<file path="config.mk">
export PLATFORM = sky130hd
export DESIGN_NAME = keyboard_scancode_to_ascii_flat
export DESIGN_NICKNAME = d
export VERILOG_FILES = /design/src/rtl/kstoa_pkg.sv /design/src/rtl/kstoa_if.sv /design/src/rtl/keyboard_scancode_to_ascii.sv /design/src/rtl/kstoa_lookup.sv /design/src/flat_wrapper.sv
export SDC_FILE = /design/constraint.sdc
export NUM_CORES = 1
export LEC_CHECK = 0
export BUFFER_PORTS_ARGS = -buffer_cell sky130_fd_sc_hd__buf_2
export CAP_MARGIN = 5
export CORE_ASPECT_RATIO = 0.75
export CORE_MARGIN = 2
export CORE_UTILIZATION = 35
export CTS_BUF_LIST = sky130_fd_sc_hd__clkbuf_8 sky130_fd_sc_hd__clkbuf_16
export DETAILED_ROUTE_END_ITERATION = 12
export PLACE_DENSITY = 0.59
export REMOVE_ABC_BUFFERS = 1
export SLEW_MARGIN = 5
export SYNTH_ARGS = -nofsm -noshare
export SYNTH_HDL_FRONTEND = slang
export SYNTH_HIERARCHICAL = 1
export SYNTH_SLANG_ARGS = --single-unit
export TNS_END_PERCENT = 30
</file>
<file path="constraint.sdc">
create_clock -name clock -period 6.07 [get_ports clock]
set_input_delay 1.214 -clock clock [delete_from_list [all_inputs] [get_ports clock]]
set_output_delay 1.214 -clock clock [all_outputs]
set_load 0.03 [all_outputs]
</file>
<file path="src/rtl/kstoa_pkg.sv">
package kstoa_pkg;

   localparam logic [7:0] CODE_CTRL_PRESS    = 8'h1D;
   localparam logic [7:0] CODE_LSHIFT_PRESS  = 8'h2A;
   localparam logic [7:0] CODE_RSHIFT_PRESS  = 8'h36;
   localparam logic [7:0] CODE_CAPS_TOGGLE   = 8'h3A;
   localparam logic [7:0] CODE_CTRL_RELEASE  = 8'h9D;
   localparam logic [7:0] CODE_LSHIFT_RELEASE = 8'hAA;
   localparam logic [7:0] CODE_RSHIFT_RELEASE = 8'hB6;

   localparam logic [7:0] ROM_DEPTH   = 8'd59;
   localparam logic [7:0] CASE_OFFSET = 8'h20;
   localparam logic [7:0] CHAR_LOW_A  = 8'h61;
   localparam logic [7:0] CHAR_LOW_Z  = 8'h7A;

   localparam logic       CSR_KILL_KEY = 1'b0;
   localparam logic       CSR_EOF_KEY  = 1'b1;

   localparam logic [7:0] KILL_KEY_RESET = 8'd99;
   localparam logic [7:0] EOF_KEY_RESET  = 8'd100;

   typedef struct packed {
      logic ctrl;
      logic left_shift;
      logic right_shift;
      logic caps;
   } kstoa_mods_type;

   function automatic logic [7:0] lower_rom(input logic [5:0] idx);
      logic [7:0] ch;
      case (idx)
         6'd1:  ch = 8'h1B;
         6'd2:  ch = 8'h31;
         6'd3:  ch = 8'h32;
         6'd4:  ch = 8'h33;
         6'd5:  ch = 8'h34;
         6'd6:  ch = 8'h35;
         6'd7:  ch = 8'h36;
         6'd8:  ch = 8'h37;
         6'd9:  ch = 8'h38;
         6'd10: ch = 8'h39;
         6'd11: ch = 8'h30;
         6'd12: ch = 8'h27;
         6'd14: ch = 8'h08;
         6'd15: ch = 8'h09;
         6'd16: ch = 8'h71;
         6'd17: ch = 8'h77;
         6'd18: ch = 8'h65;
         6'd19: ch = 8'h72;
         6'd20: ch = 8'h74;
         6'd21: ch = 8'h79;
         6'd22: ch = 8'h75;
         6'd23: ch = 8'h69;
         6'd24: ch = 8'h6F;
         6'd25: ch = 8'h70;
         6'd27: ch = 8'h2B;
         6'd28: ch = 8'h0A;
         6'd30: ch = 8'h61;
         6'd31: ch = 8'h73;
         6'd32: ch = 8'h64;
         6'd33: ch = 8'h66;
         6'd34: ch = 8'h67;
         6'd35: ch = 8'h68;
         6'd36: ch = 8'h6A;
         6'd37: ch = 8'h6B;
         6'd38: ch = 8'h6C;
         6'd40: ch = 8'h7B;
         6'd41: ch = 8'h7C;
         6'd43: ch = 8'h7D;
         6'd44: ch = 8'h7A;
         6'd45: ch = 8'h78;
         6'd46: ch = 8'h63;
         6'd47: ch = 8'h76;
         6'd48: ch = 8'h62;
         6'd49: ch = 8'h6E;
         6'd50: ch = 8'h6D;
         6'd51: ch = 8'h2C;
         6'd52: ch = 8'h2E;
         6'd53: ch = 8'h2D;
         6'd57: ch = 8'h20;
         default: ch = 8'h00;
      endcase
      return ch;
   endfunction

   function automatic logic [7:0] upper_rom(input logic [5:0] idx);
      logic [7:0] low;
      logic [7:0] ch;
      low = lower_rom(idx);
      case (idx)
         6'd2:  ch = 8'h21;
         6'd3:  ch = 8'h22;
         6'd4:  ch = 8'h23;
         6'd5:  ch = 8'h24;
         6'd6:  ch = 8'h25;
         6'd7:  ch = 8'h26;
         6'd8:  ch = 8'h2F;
         6'd9:  ch = 8'h28;
         6'd10: ch = 8'h29;
         6'd11: ch = 8'h3D;
         6'd12: ch = 8'h3F;
         6'd27: ch = 8'h2A;
         6'd40: ch = 8'h5B;
         6'd41: ch = 8'h00;
         6'd43: ch = 8'h5D;
         6'd51: ch = 8'h3B;
         6'd52: ch = 8'h3A;
         6'd53: ch = 8'h5F;
         default: begin
            if (low >= CHAR_LOW_A && low <= CHAR_LOW_Z) begin
               ch = low - CASE_OFFSET;
            end else begin
               ch = low;
            end
         end
      endcase
      return ch;
   endfunction

endpackage

</file>
<file path="src/rtl/kstoa_if.sv">
interface kstoa_req_if;
   logic       valid;
   logic       ready;
   logic [7:0] scan_code;
   logic       buffer_full;

   modport source (output valid, output scan_code, output buffer_full, input ready);
   modport sink   (input valid, input scan_code, input buffer_full, output ready);
endinterface

interface kstoa_rsp_if;
   logic       valid;
   logic       ready;
   logic       write_enable;
   logic [7:0] char_out;
   logic       kill_request;
   logic       eof_request;

   modport source (output valid, output write_enable, output char_out,
                   output kill_request, output eof_request, input ready);
   modport sink   (input valid, input write_enable, input char_out,
                   input kill_request, input eof_request, output ready);
endinterface

</file>
<file path="src/rtl/keyboard_scancode_to_ascii.sv">
// Set-1 keyboard scan code translator for a Spanish layout.
// The req channel carries one scan code and the buffer-full flag per item;
// the rsp channel returns exactly one result item for each request item:
// a write enable, the character, and kill and end-of-file request flags.
// Both channels use valid/ready; an item moves when both are high.
// A request item is first captured in an input register, then translated
// by the ROM lookup and modifier logic into the result register.
// Throughput is one item per cycle; the two registers form a pipeline
// that advances whenever the result register is empty or being taken.
// When the receiver stalls, the result register holds its item and the
// input register fills; req.ready then drops until rsp.ready returns.
// The ctrl, shift and caps-lock flags change as an item enters the result
// register, so a modifier affects every later item.
// The csr port writes the kill key (index 0) or the end-of-file key
// (index 1). Synchronous reset empties both registers, clears all
// modifier flags and restores the key registers to 'c' and 'd'.
module keyboard_scancode_to_ascii (
   input  logic                clock,
   input  logic                reset,
   kstoa_req_if.sink           req,
   kstoa_rsp_if.source         rsp,
   input  logic                csr_write_enable,
   input  logic                csr_index,
   input  logic [7:0]          csr_write_data
);
   import kstoa_pkg::*;

   logic           in_valid_ff;
   logic [7:0]     in_code_ff;
   logic           in_full_ff;
   logic           out_valid_ff;
   logic           out_we_ff;
   logic [7:0]     out_char_ff;
   logic           out_kill_ff;
   logic           out_eof_ff;
   kstoa_mods_type mods_ff;
   kstoa_mods_type mods_in;
   logic [7:0]     kill_key_ff;
   logic [7:0]     eof_key_ff;

   logic           out_free;
   logic           advance;
   logic           is_modifier;
   logic [7:0]     rom_char;
   logic [7:0]     char_code;
   logic           kill_hit;
   logic           eof_hit;
   logic           we_in;
   logic [7:0]     char_in;
   logic           kill_in;
   logic           eof_in;

   assign out_free  = !out_valid_ff || rsp.ready;
   assign advance   = in_valid_ff && out_free;
   assign req.ready = !in_valid_ff || out_free;

   kstoa_lookup u_lookup (
      .scan_code (in_code_ff),
      .mods      (mods_ff),
      .char_code (rom_char)
   );

   always_comb begin
      mods_in     = mods_ff;
      is_modifier = 1'b1;
      case (in_code_ff)
         CODE_CTRL_PRESS:     mods_in.ctrl        = 1'b1;
         CODE_LSHIFT_PRESS:   mods_in.left_shift  = 1'b1;
         CODE_RSHIFT_PRESS:   mods_in.right_shift = 1'b1;
         CODE_CAPS_TOGGLE:    mods_in.caps        = !mods_ff.caps;
         CODE_CTRL_RELEASE:   mods_in.ctrl        = 1'b0;
         CODE_LSHIFT_RELEASE: mods_in.left_shift  = 1'b0;
         CODE_RSHIFT_RELEASE: mods_in.right_shift = 1'b0;
         default:             is_modifier         = 1'b0;
      endcase
   end

   always_comb begin
      char_code = is_modifier ? 8'h00 : rom_char;
      kill_hit  = (char_code == kill_key_ff) ||
                  ((kill_key_ff >= CASE_OFFSET) && (char_code == kill_key_ff - CASE_OFFSET));
      eof_hit   = (char_code == eof_key_ff) ||
                  ((eof_key_ff >= CASE_OFFSET) && (char_code == eof_key_ff - CASE_OFFSET));
      we_in     = 1'b0;
      char_in   = 8'h00;
      kill_in   = 1'b0;
      eof_in    = 1'b0;
      if (mods_in.ctrl) begin
         if (kill_hit) begin
            we_in   = 1'b1;
            kill_in = 1'b1;
         end else if (eof_hit) begin
            we_in  = 1'b1;
            eof_in = 1'b1;
         end
      end else if (char_code != 8'h00 && !in_full_ff) begin
         we_in   = 1'b1;
         char_in = char_code;
      end
   end

   always_ff @(posedge clock) begin
      if (reset) begin
         in_valid_ff  <= 1'b0;
         out_valid_ff <= 1'b0;
         mods_ff      <= '0;
         kill_key_ff  <= KILL_KEY_RESET;
         eof_key_ff   <= EOF_KEY_RESET;
      end else begin
         if (req.valid && req.ready) begin
            in_valid_ff <= 1'b1;
         end else if (advance) begin
            in_valid_ff <= 1'b0;
         end
         if (advance) begin
            out_valid_ff <= 1'b1;
            mods_ff      <= mods_in;
         end else if (rsp.ready) begin
            out_valid_ff <= 1'b0;
         end
         if (csr_write_enable) begin
            case (csr_index)
               CSR_KILL_KEY: kill_key_ff <= csr_write_data;
               CSR_EOF_KEY:  eof_key_ff  <= csr_write_data;
               default:      kill_key_ff <= kill_key_ff;
            endcase
         end
      end
   end

   always_ff @(posedge clock) begin
      if (req.valid && req.ready) begin
         in_code_ff <= req.scan_code;
         in_full_ff <= req.buffer_full;
      end
      if (advance) begin
         out_we_ff   <= we_in;
         out_char_ff <= char_in;
         out_kill_ff <= kill_in;
         out_eof_ff  <= eof_in;
      end
   end

   assign rsp.valid        = out_valid_ff;
   assign rsp.write_enable = out_we_ff;
   assign rsp.char_out     = out_char_ff;
   assign rsp.kill_request = out_kill_ff;
   assign rsp.eof_request  = out_eof_ff;

endmodule

</file>
<file path="src/rtl/kstoa_lookup.sv">
module kstoa_lookup (
   input  logic [7:0]              scan_code,
   input  kstoa_pkg::kstoa_mods_type mods,
   output logic [7:0]              char_code
);
   import kstoa_pkg::*;

   logic [7:0] low_ch;
   logic [7:0] up_ch;
   logic       shift;
   logic       letter;

   always_comb begin
      low_ch = lower_rom(scan_code[5:0]);
      up_ch  = upper_rom(scan_code[5:0]);
      shift  = mods.left_shift | mods.right_shift;
      letter = (low_ch >= CHAR_LOW_A) && (low_ch <= CHAR_LOW_Z);
      if (scan_code >= ROM_DEPTH) begin
         char_code = 8'h00;
      end else if (shift || (mods.caps && letter)) begin
         char_code = up_ch;
      end else begin
         char_code = low_ch;
      end
   end

endmodule
</file>
<file path="src/flat_wrapper.sv">
// flat-port wrapper written by rule: the top's interface ports become plain ports
module keyboard_scancode_to_ascii_flat import kstoa_pkg::*;
  (clock, reset, csr_write_enable, csr_index, csr_write_data, req_valid, req_scan_code, req_buffer_full, req_ready, rsp_valid, rsp_write_enable, rsp_char_out, rsp_kill_request, rsp_eof_request, rsp_ready);
  kstoa_req_if req_i ();
  kstoa_rsp_if rsp_i ();
  input  logic clock;
  input  logic reset;
  input  logic csr_write_enable;
  input  logic csr_index;
  input  logic [7:0] csr_write_data;
  input wire logic [$bits(req_i.valid)-1:0] req_valid;
  input wire logic [$bits(req_i.scan_code)-1:0] req_scan_code;
  input wire logic [$bits(req_i.buffer_full)-1:0] req_buffer_full;
  output wire logic [$bits(req_i.ready)-1:0] req_ready;
  output wire logic [$bits(rsp_i.valid)-1:0] rsp_valid;
  output wire logic [$bits(rsp_i.write_enable)-1:0] rsp_write_enable;
  output wire logic [$bits(rsp_i.char_out)-1:0] rsp_char_out;
  output wire logic [$bits(rsp_i.kill_request)-1:0] rsp_kill_request;
  output wire logic [$bits(rsp_i.eof_request)-1:0] rsp_eof_request;
  input wire logic [$bits(rsp_i.ready)-1:0] rsp_ready;
  assign req_i.valid = req_valid;
  assign req_i.scan_code = req_scan_code;
  assign req_i.buffer_full = req_buffer_full;
  assign req_ready = req_i.ready;
  assign rsp_valid = rsp_i.valid;
  assign rsp_write_enable = rsp_i.write_enable;
  assign rsp_char_out = rsp_i.char_out;
  assign rsp_kill_request = rsp_i.kill_request;
  assign rsp_eof_request = rsp_i.eof_request;
  assign rsp_i.ready = rsp_ready;
  keyboard_scancode_to_ascii u_core (.clock(clock), .reset(reset), .req(req_i), .rsp(rsp_i), .csr_write_enable(csr_write_enable), .csr_index(csr_index), .csr_write_data(csr_write_data));
endmodule
</file>
# Word level (Yosys, flattened, before mapping)
# Memories as Yosys holds them, arrays and structs flattened. A register that Yosys moved wholly into a read port is not among the register bits.
# Index checks and enable logic that the tools add are counted.
# Widths: inputs -> output; s select.
# word_totals
ff_bits	42
rom_bits	896
inputBits	23
n_memories	2
# op_classes
addsub	3
magnitude_cmp	7
n_eq_ne	29
muxes	20
bitwise_logic	4
reduce_logical	30
# memory_table
name	depth	word_bits	read_ports	rd_ports_with_merged_regs	write_ports	line_no	rtl
(name not given)	64	7	1	1	0	kstoa_pkg.sv:31	case (idx)
(name not given)	64	7	1	1	0	kstoa_pkg.sv:31	
# op_table
op	count
$pmux 8 s18	1
$eq 6x6->1 const B	6
$eq 8x8->1	4
$mux 8	4
$eq 6x4->1 const B	5
$eq 6x3->1 const B	4
$eq 8x6->1 const B	3
$eq 8x8->1 const B	3
$ge 8x6->1 const B	3
$sub 8x6->8 const B	3
$ge 8x7->1 const B	2
$le 8x7->1 const B	2
$eq 6x2->1 const B	2
$mux 6	2
$mux 1	10
$reduce_and 2->1	5
$eq 8x5->1 const B	1
$logic_and 1x1->1	8
$reduce_bool 2->1	4
$reduce_bool 8->1	1
$reduce_or 7->1	1
$eq 6x5->1 const B	1
$pmux 1 s2	3
$logic_or 1x1->1	5
other kinds (4)	10

# Depth between registers and ports, before layout
# depth
ltp_word	13
ltp_mapped	20

# Cells and area by module
# Netlist, hierarchy kept.
# modules_own_cells
module	n_inst	cells_each	area_per_inst_um2	seq_area_each_um2
keyboard_scancode_to_ascii	1	230	2153.3	1041.0
kstoa_lookup	1	208	1487.7	0.0

# Least setup slack after synthesis
# Ideal clock, no wire load.
# synth_timing
path_type	register to register
from	register u_core.in_code_ff[1]
to	register u_core.out_eof_ff, in the netlist u_core/rsp.eof_request (data pin)
arrival_time_ns	4.233
required_ns	5.816
setup_slack_ns	1.583
path_stages_with_launch	19
path_buffers	3
synth_period_minus_slack_ns	4.487
cell_sequence	edfxtp_1 -> buf_2 -> inv_1 -> ha_1 -> clkbuf_1 -> mux2i_1 -> o221ai_1 -> a2111oi_1 -> nand2b_1 -> o41ai_4 -> a21oi_1 -> a2111oi_0 -> a31o_1 -> clkbuf_1 -> xor2_1 -> or4_1 -> o41ai_1 -> o2111ai_1 -> nor2b_1
# synth_via
elab_chain_cells	9
elab_cells_between_ends	44
classes_between	1 x order compare; 29 x eq/ne; 7 x mux; 1 x bitwise; 6 x reduce/logical
# synth_rtl
element	line_no	rtl
from (decl)	keyboard_scancode_to_ascii.sv:29	logic [7:0] in_code_ff;
from (signal assigned)	keyboard_scancode_to_ascii.sv:133	in_code_ff <= req.scan_code;
$eq 6x6->1 (tied with other cells)	kstoa_pkg.sv:90	case (idx)
$pmux 8 s18	kstoa_pkg.sv:90	
$mux 8	kstoa_lookup.sv:20	end else if (shift || (mods.caps && letter)) begin
$mux 8 *	kstoa_lookup.sv:18	if (scan_code >= ROM_DEPTH) begin
net u_core.rom_char[6]	keyboard_scancode_to_ascii.sv:44	logic [7:0] rom_char;
$mux 8 *	keyboard_scancode_to_ascii.sv:79	char_code = is_modifier ? 8'h00 : rom_char;
$eq 8x8->1, on equally long branches	keyboard_scancode_to_ascii.sv:83, keyboard_scancode_to_ascii.sv:81	
$logic_and 1x1->1, on equally long branches	keyboard_scancode_to_ascii.sv:83, keyboard_scancode_to_ascii.sv:81	
$logic_or 1x1->1, on equally long branches	keyboard_scancode_to_ascii.sv:82, keyboard_scancode_to_ascii.sv:80	
$mux 1 or $reduce_or 2->1 (tied branches)	-	
to (signal assigned)	keyboard_scancode_to_ascii.sv:140	out_eof_ff <= eof_in;
to (decl)	keyboard_scancode_to_ascii.sv:35	logic out_eof_ff;
# Mark *: on every way through the listed nets, which the timed path passes. The rest lies on a longest branch.
# A chain may end at the register's enable or synchronous reset.

# Worst setup path in the final report
# layout_timing
from	register u_core.in_code_ff[0]
to	register u_core.out_eof_ff, in the netlist u_core/rsp.eof_request (data pin)
# Same word-level chain as after synthesis.

==> out/metrics.sh <==
NUMBER_OF_GLOBAL_ROUTE_VIAS_BEFORE_REPAIR=3070
NUM_VIAS=3382
DIE_W_UM=122
PORT-BUFFER-COUNT=35
POST_CTS_BUFFERS=0
POWER.SWITCHING_uW=244
REPORT.FINAL.HOLD_VIOL_COUNT=0
HOLD-PATH-CELL-COUNT=2
FINALWEIGHTEDCONGESTION=0.910
CTS_BUFFER_DEPTH=2
POST_CTS_HOLD_BUFFER_COUNT=0
YS_WARN_COUNT=6
POST_ROUTE_CELLS_DRIVE_ABOVE_1_SHARE_PCT=18.1
REG2REG_TO='u_core/rsp.eof_request$_SDFFCE_PP0P_'
YS_SEQ_AREA_SHARE_PCT=28.6
DOMINANTREGCELLSYNTH='dfxtp_1'
CTSROOTBUFFERMASTER='clkbuf_16'
FIN_NETS=497
GLOBALROUTETOTALUTIL_PCT=17.8
CTSRESIZECOUNT=0
COMBINATIONAL_SHARE_OF_POWER_PCT=24.0
CLOCK_POWER_SHARE_PCT=36.2
TRITONCTS_CLOCK_TREE='done'
INITIAL_UTILIZATION_PCT=35.7
TIMING.FINAL.SETUP_VIOLATIONS=0
HPWLAFTERDP_UM=7370
R2R_SLACK_NS=1.05
MIN_FROM='u_core/kill_key_ff[2]$_SDFFE_PP0P_'
TIMING.SETUP.CRITICAL_PATH_CLASS='flop to flop'
CRIT_REQUIRED_NS=6.12
DRT_ITER0_MARKERS=285
HOLD_PATH_END='u_core/kill_key_ff[2]$_SDFFE_PP0P_'
WORST_HOLD_PATH_TYPE='flop to flop'
POWER.IR.VDD_WORST_mV=0.135
DRC=0
WORSTSETUPSTARTPOINT='u_core/in_code_ff[0]$_DFFE_PP_'
SYNTH_TOP_AREA_SHARE_PCT=16.5
YS_SEQ_ELEMENTS=42
OUTCOME='completed'
ROUTED_WL_UM=9640
MAXCAPVIOLCOUNT=0
GRT_ANTENNA_BEFORE_REPAIR=0
CTS-HTREE-LEVELS=2
TIMING.CRITICAL_PATH.ARRIVAL_NS=5.07
INTPOWER_uW=583
DRTANTENNAVIOLNETS=0
SYNTHTOLAYOUTAREAGROWTH_PCT=11.2
GRT_START_MAX_NET_PINS=36
WORST_SETUP_PATH_START_KIND='flop'
DETAILED_PLACE.AREA_UM2=3880
IO-PIN-COUNT=36
SEQUENTIAL_SHARE_OF_POWER_PCT=39.8
SWITCHING_SHARE_PCT=29.5
POST_DRT_VIA_CELL_RATIO=5.65
SYNTH-EDFF-COUNT=20
PERIOD_SHARE_PCT=82.7
TOP_CELL_TYPE_BY_TOTAL_AREA_AFTER_SYNTHESIS='edfxtp_1'
SYNTH_FA_HA_AREA_SHARE_PCT=4.12
YOSYS.AREA_SHARE.XOR_XNOR_PCT=2.89
TIMING.SLEW.HEADROOM_PCT=34.8
PERIOD_NEEDED_NS=5.02
FINALINSTANCEAREA_UM2=4050
CLKSLEWWORSTSETUPHOLDPATHS_NS=0.06
DIEAREA_UM2=11200
SYNTH_ASYNC_SR_FLOP_SHARE_PCT=0
FINAL-MAX-SLEW-VIOLATION-COUNT=0
TIMING.CRITICAL_PATH.FANOUT_MAX=14
DIE_HEIGHT_UM=92.3
YOSYS.AREA_SHARE.SIMPLE_PCT=28.1
END_KIND='flop'
GRT_PASS1_WL_UM=15800
WORST-SLEW-PIN-TRANSITION_NS=0.978
REG2REG_DEPTH=17
INSERTEDDIODECOUNT=0
GRT_SETUP_UNREPAIRED='no'
MAX_FREQ_MHz=199
NETLIST-CELL-TYPE-COUNT=91
ROWS=32
NETLIST_AREA_UM2=3640
WORST_SKEW_NS=0.00936
MUXSHAREOFSYNTHAREA_PCT=3.99
SYNTH_TOP_FAMILY_BY_AREA='simple AND/OR/NAND/NOR gates'
DETAIL_ROUTE.WL_PER_CELL_UM=16.1
CLOCK_LATENCY_NS=0.29
CLKSINKCOUNT=42
CTS-BUFFERS-INSERTED=5
TIMING.SETUP.TNS_NS=0
DESIGN.CORE.AREA_UM2=10200
POST_SYNTH_INST_COUNT=438
AREA_CONTRIBUTORS_POST_SYNTH='edfxtp_1, dfxtp_1, nand2_1'
CRITICAL_PATH.REG2REG.STARTPOINT='u_core/in_code_ff[0]$_DFFE_PP_'
DRT-PASS1-ITER-COUNT=4
AREA_FRACTION_IN_COMPOUND_GATES_AFTER_SYNTHESIS_PCT=25.6
SYNTH.AVG_CELL_AREA_UM2=8.31
POWER.STATIC_LEAKAGE_nW=1.52
PWR_DENSITY_CELL_nW_PER_UM2=204
GR-TOTAL-OVERFLOW=0
## per-stage QoR
| step | setup WS [ns] | hold WS, ns | cells | utilization, % | total power, mW |
|---|---|---|---|---|---|
| after floorplan | 1.55 | 0.440 | 412 | - | 0.471 |
| after global placement | 1.30 | 0.469 | 591 | 38.0 | 0.528 |
| after detailed placement | 1.10 | 0.470 | 591 | 38.0 | 0.530 |
| after CTS | 1.09 | 0.478 | 599 | 39.7 | 0.832 |
| after global routing | 0.716 | 0.508 | 599 | 39.7 | 0.866 |
| final | 1.05 | 0.479 | 599 | 39.7 | 0.827 |
## power groups by stage
stage	clock, mW	combinational (mW)	sequential [mW]
floorplan	0	0.125	0.346
global placement	0	0.193	0.335
detailed placement	0	0.195	0.335
CTS	0.307	0.196	0.329
global route	0.316	0.218	0.332
finish	0.299	0.199	0.329
## registers in the layout, summed over array words and instances (netlist names)
signal / cells
u_core/eof_key_ff: 8
u_core/in_code_ff: 8
u_core/kill_key_ff: 8
u_core/rsp.char_out: 8
u_core/mods_ff: 4
u_core/in_full_ff: 1
u_core/in_valid_ff: 1
u_core/rsp.eof_request: 1
u_core/rsp.kill_request: 1
u_core/rsp.valid: 1
u_core/rsp.write_enable: 1
## synth_stat cells, types with 4 or more instances
cell / count
a21oi_1: 28
a22oi_1: 5
a31oi_1: 8
and2_1: 8
and3_1: 6
buf_2: 7
buf_6: 7
clkbuf_1: 9
dfxtp_1: 22
edfxtp_1: 20
ha_1: 12
inv_1: 19
mux2i_1: 7
nand2_1: 61
nand2b_1: 9
nand3_1: 4
nand3b_1: 7
nor2_1: 44
nor2b_1: 11
nor3_1: 13
nor4_1: 4
o211ai_1: 6
o21ai_0: 13
o22ai_1: 4
xnor2_1: 7
xor2_1: 5
## worst max-delay path, stage by stage (launching register included)
cell and delay (ns):
edfxtp_1 0.58, inv_1 0.19, ha_1 0.41, mux2i_1 0.20, o221ai_1 0.13, a2111oi_1 0.64
nand2b_1 0.17, o41ai_4 0.33, a2111oi_4 0.11, o21ai_4 0.29, mux2i_1 0.60, xnor2_1 0.19
nand3_1 0.09, o21ai_0 0.11, a22oi_1 0.09, o21ai_0 0.20, o2111ai_1 0.24, nor2b_1 0.20
## kinds of logic after synthesis
logic type      count (synthesis)
compound gates                118
xor+xnor                       12
fa+ha+maj                      12
buf+inv                        47
flops                          42
mux                            11
simple gates                  196
## cell type report
cell class | count | area [µm²]
fill | 1044 | 6160
timing repair buffer | 43 | 235
clock inverter | 3 | 40.0
clock buffer | 5 | 125
sequential | 42 | 1040
inverter | 21 | 81.3
multi-input combinational | 349 | 2360
tap | 136 | 170
## how the worst max path moves through the flow
stage / end / slack (ns)
3_5_place_dp: u_core/rsp.eof_request$_SDFFCE_PP0P_ / 1.10
2_1_floorplan: u_core/rsp.eof_request$_SDFFCE_PP0P_ / 1.55
6_report: u_core/rsp.eof_request$_SDFFCE_PP0P_ / 1.05
3_3_place_gp: u_core/rsp.eof_request$_SDFFCE_PP0P_ / 1.30
4_1_cts: u_core/rsp.eof_request$_SDFFCE_PP0P_ / 1.09
5_1_grt: u_core/rsp.eof_request$_SDFFCE_PP0P_ / 0.72
## per-layer routing
layer / global-route usage (%) / up-vias / routed length, µm
li1: - / 1660 / -
met1: 27.9 / 1580 / 4810
met2: 23.9 / 133 / 3920
met3: 4.62 / 9 / 839
met4: 3.83 / 0 / 76
met5: 0 / - / 0
## layout by cell type, fill, tap and decap left out, drive strengths merged, types with 10 or more instances in the layout
cell type  synthesis  routed
nand2             62      62
nor3              14      14
dfxtp             22      22
edfxtp            20      20
a21oi             28      28
inv               21      21
nand2b            10      10
and2              10      10
buf               17      43
nor2b             11      11
o21ai             16      16
nor2              45      45
ha                12      12
Power figures use the tool's default switching activity.
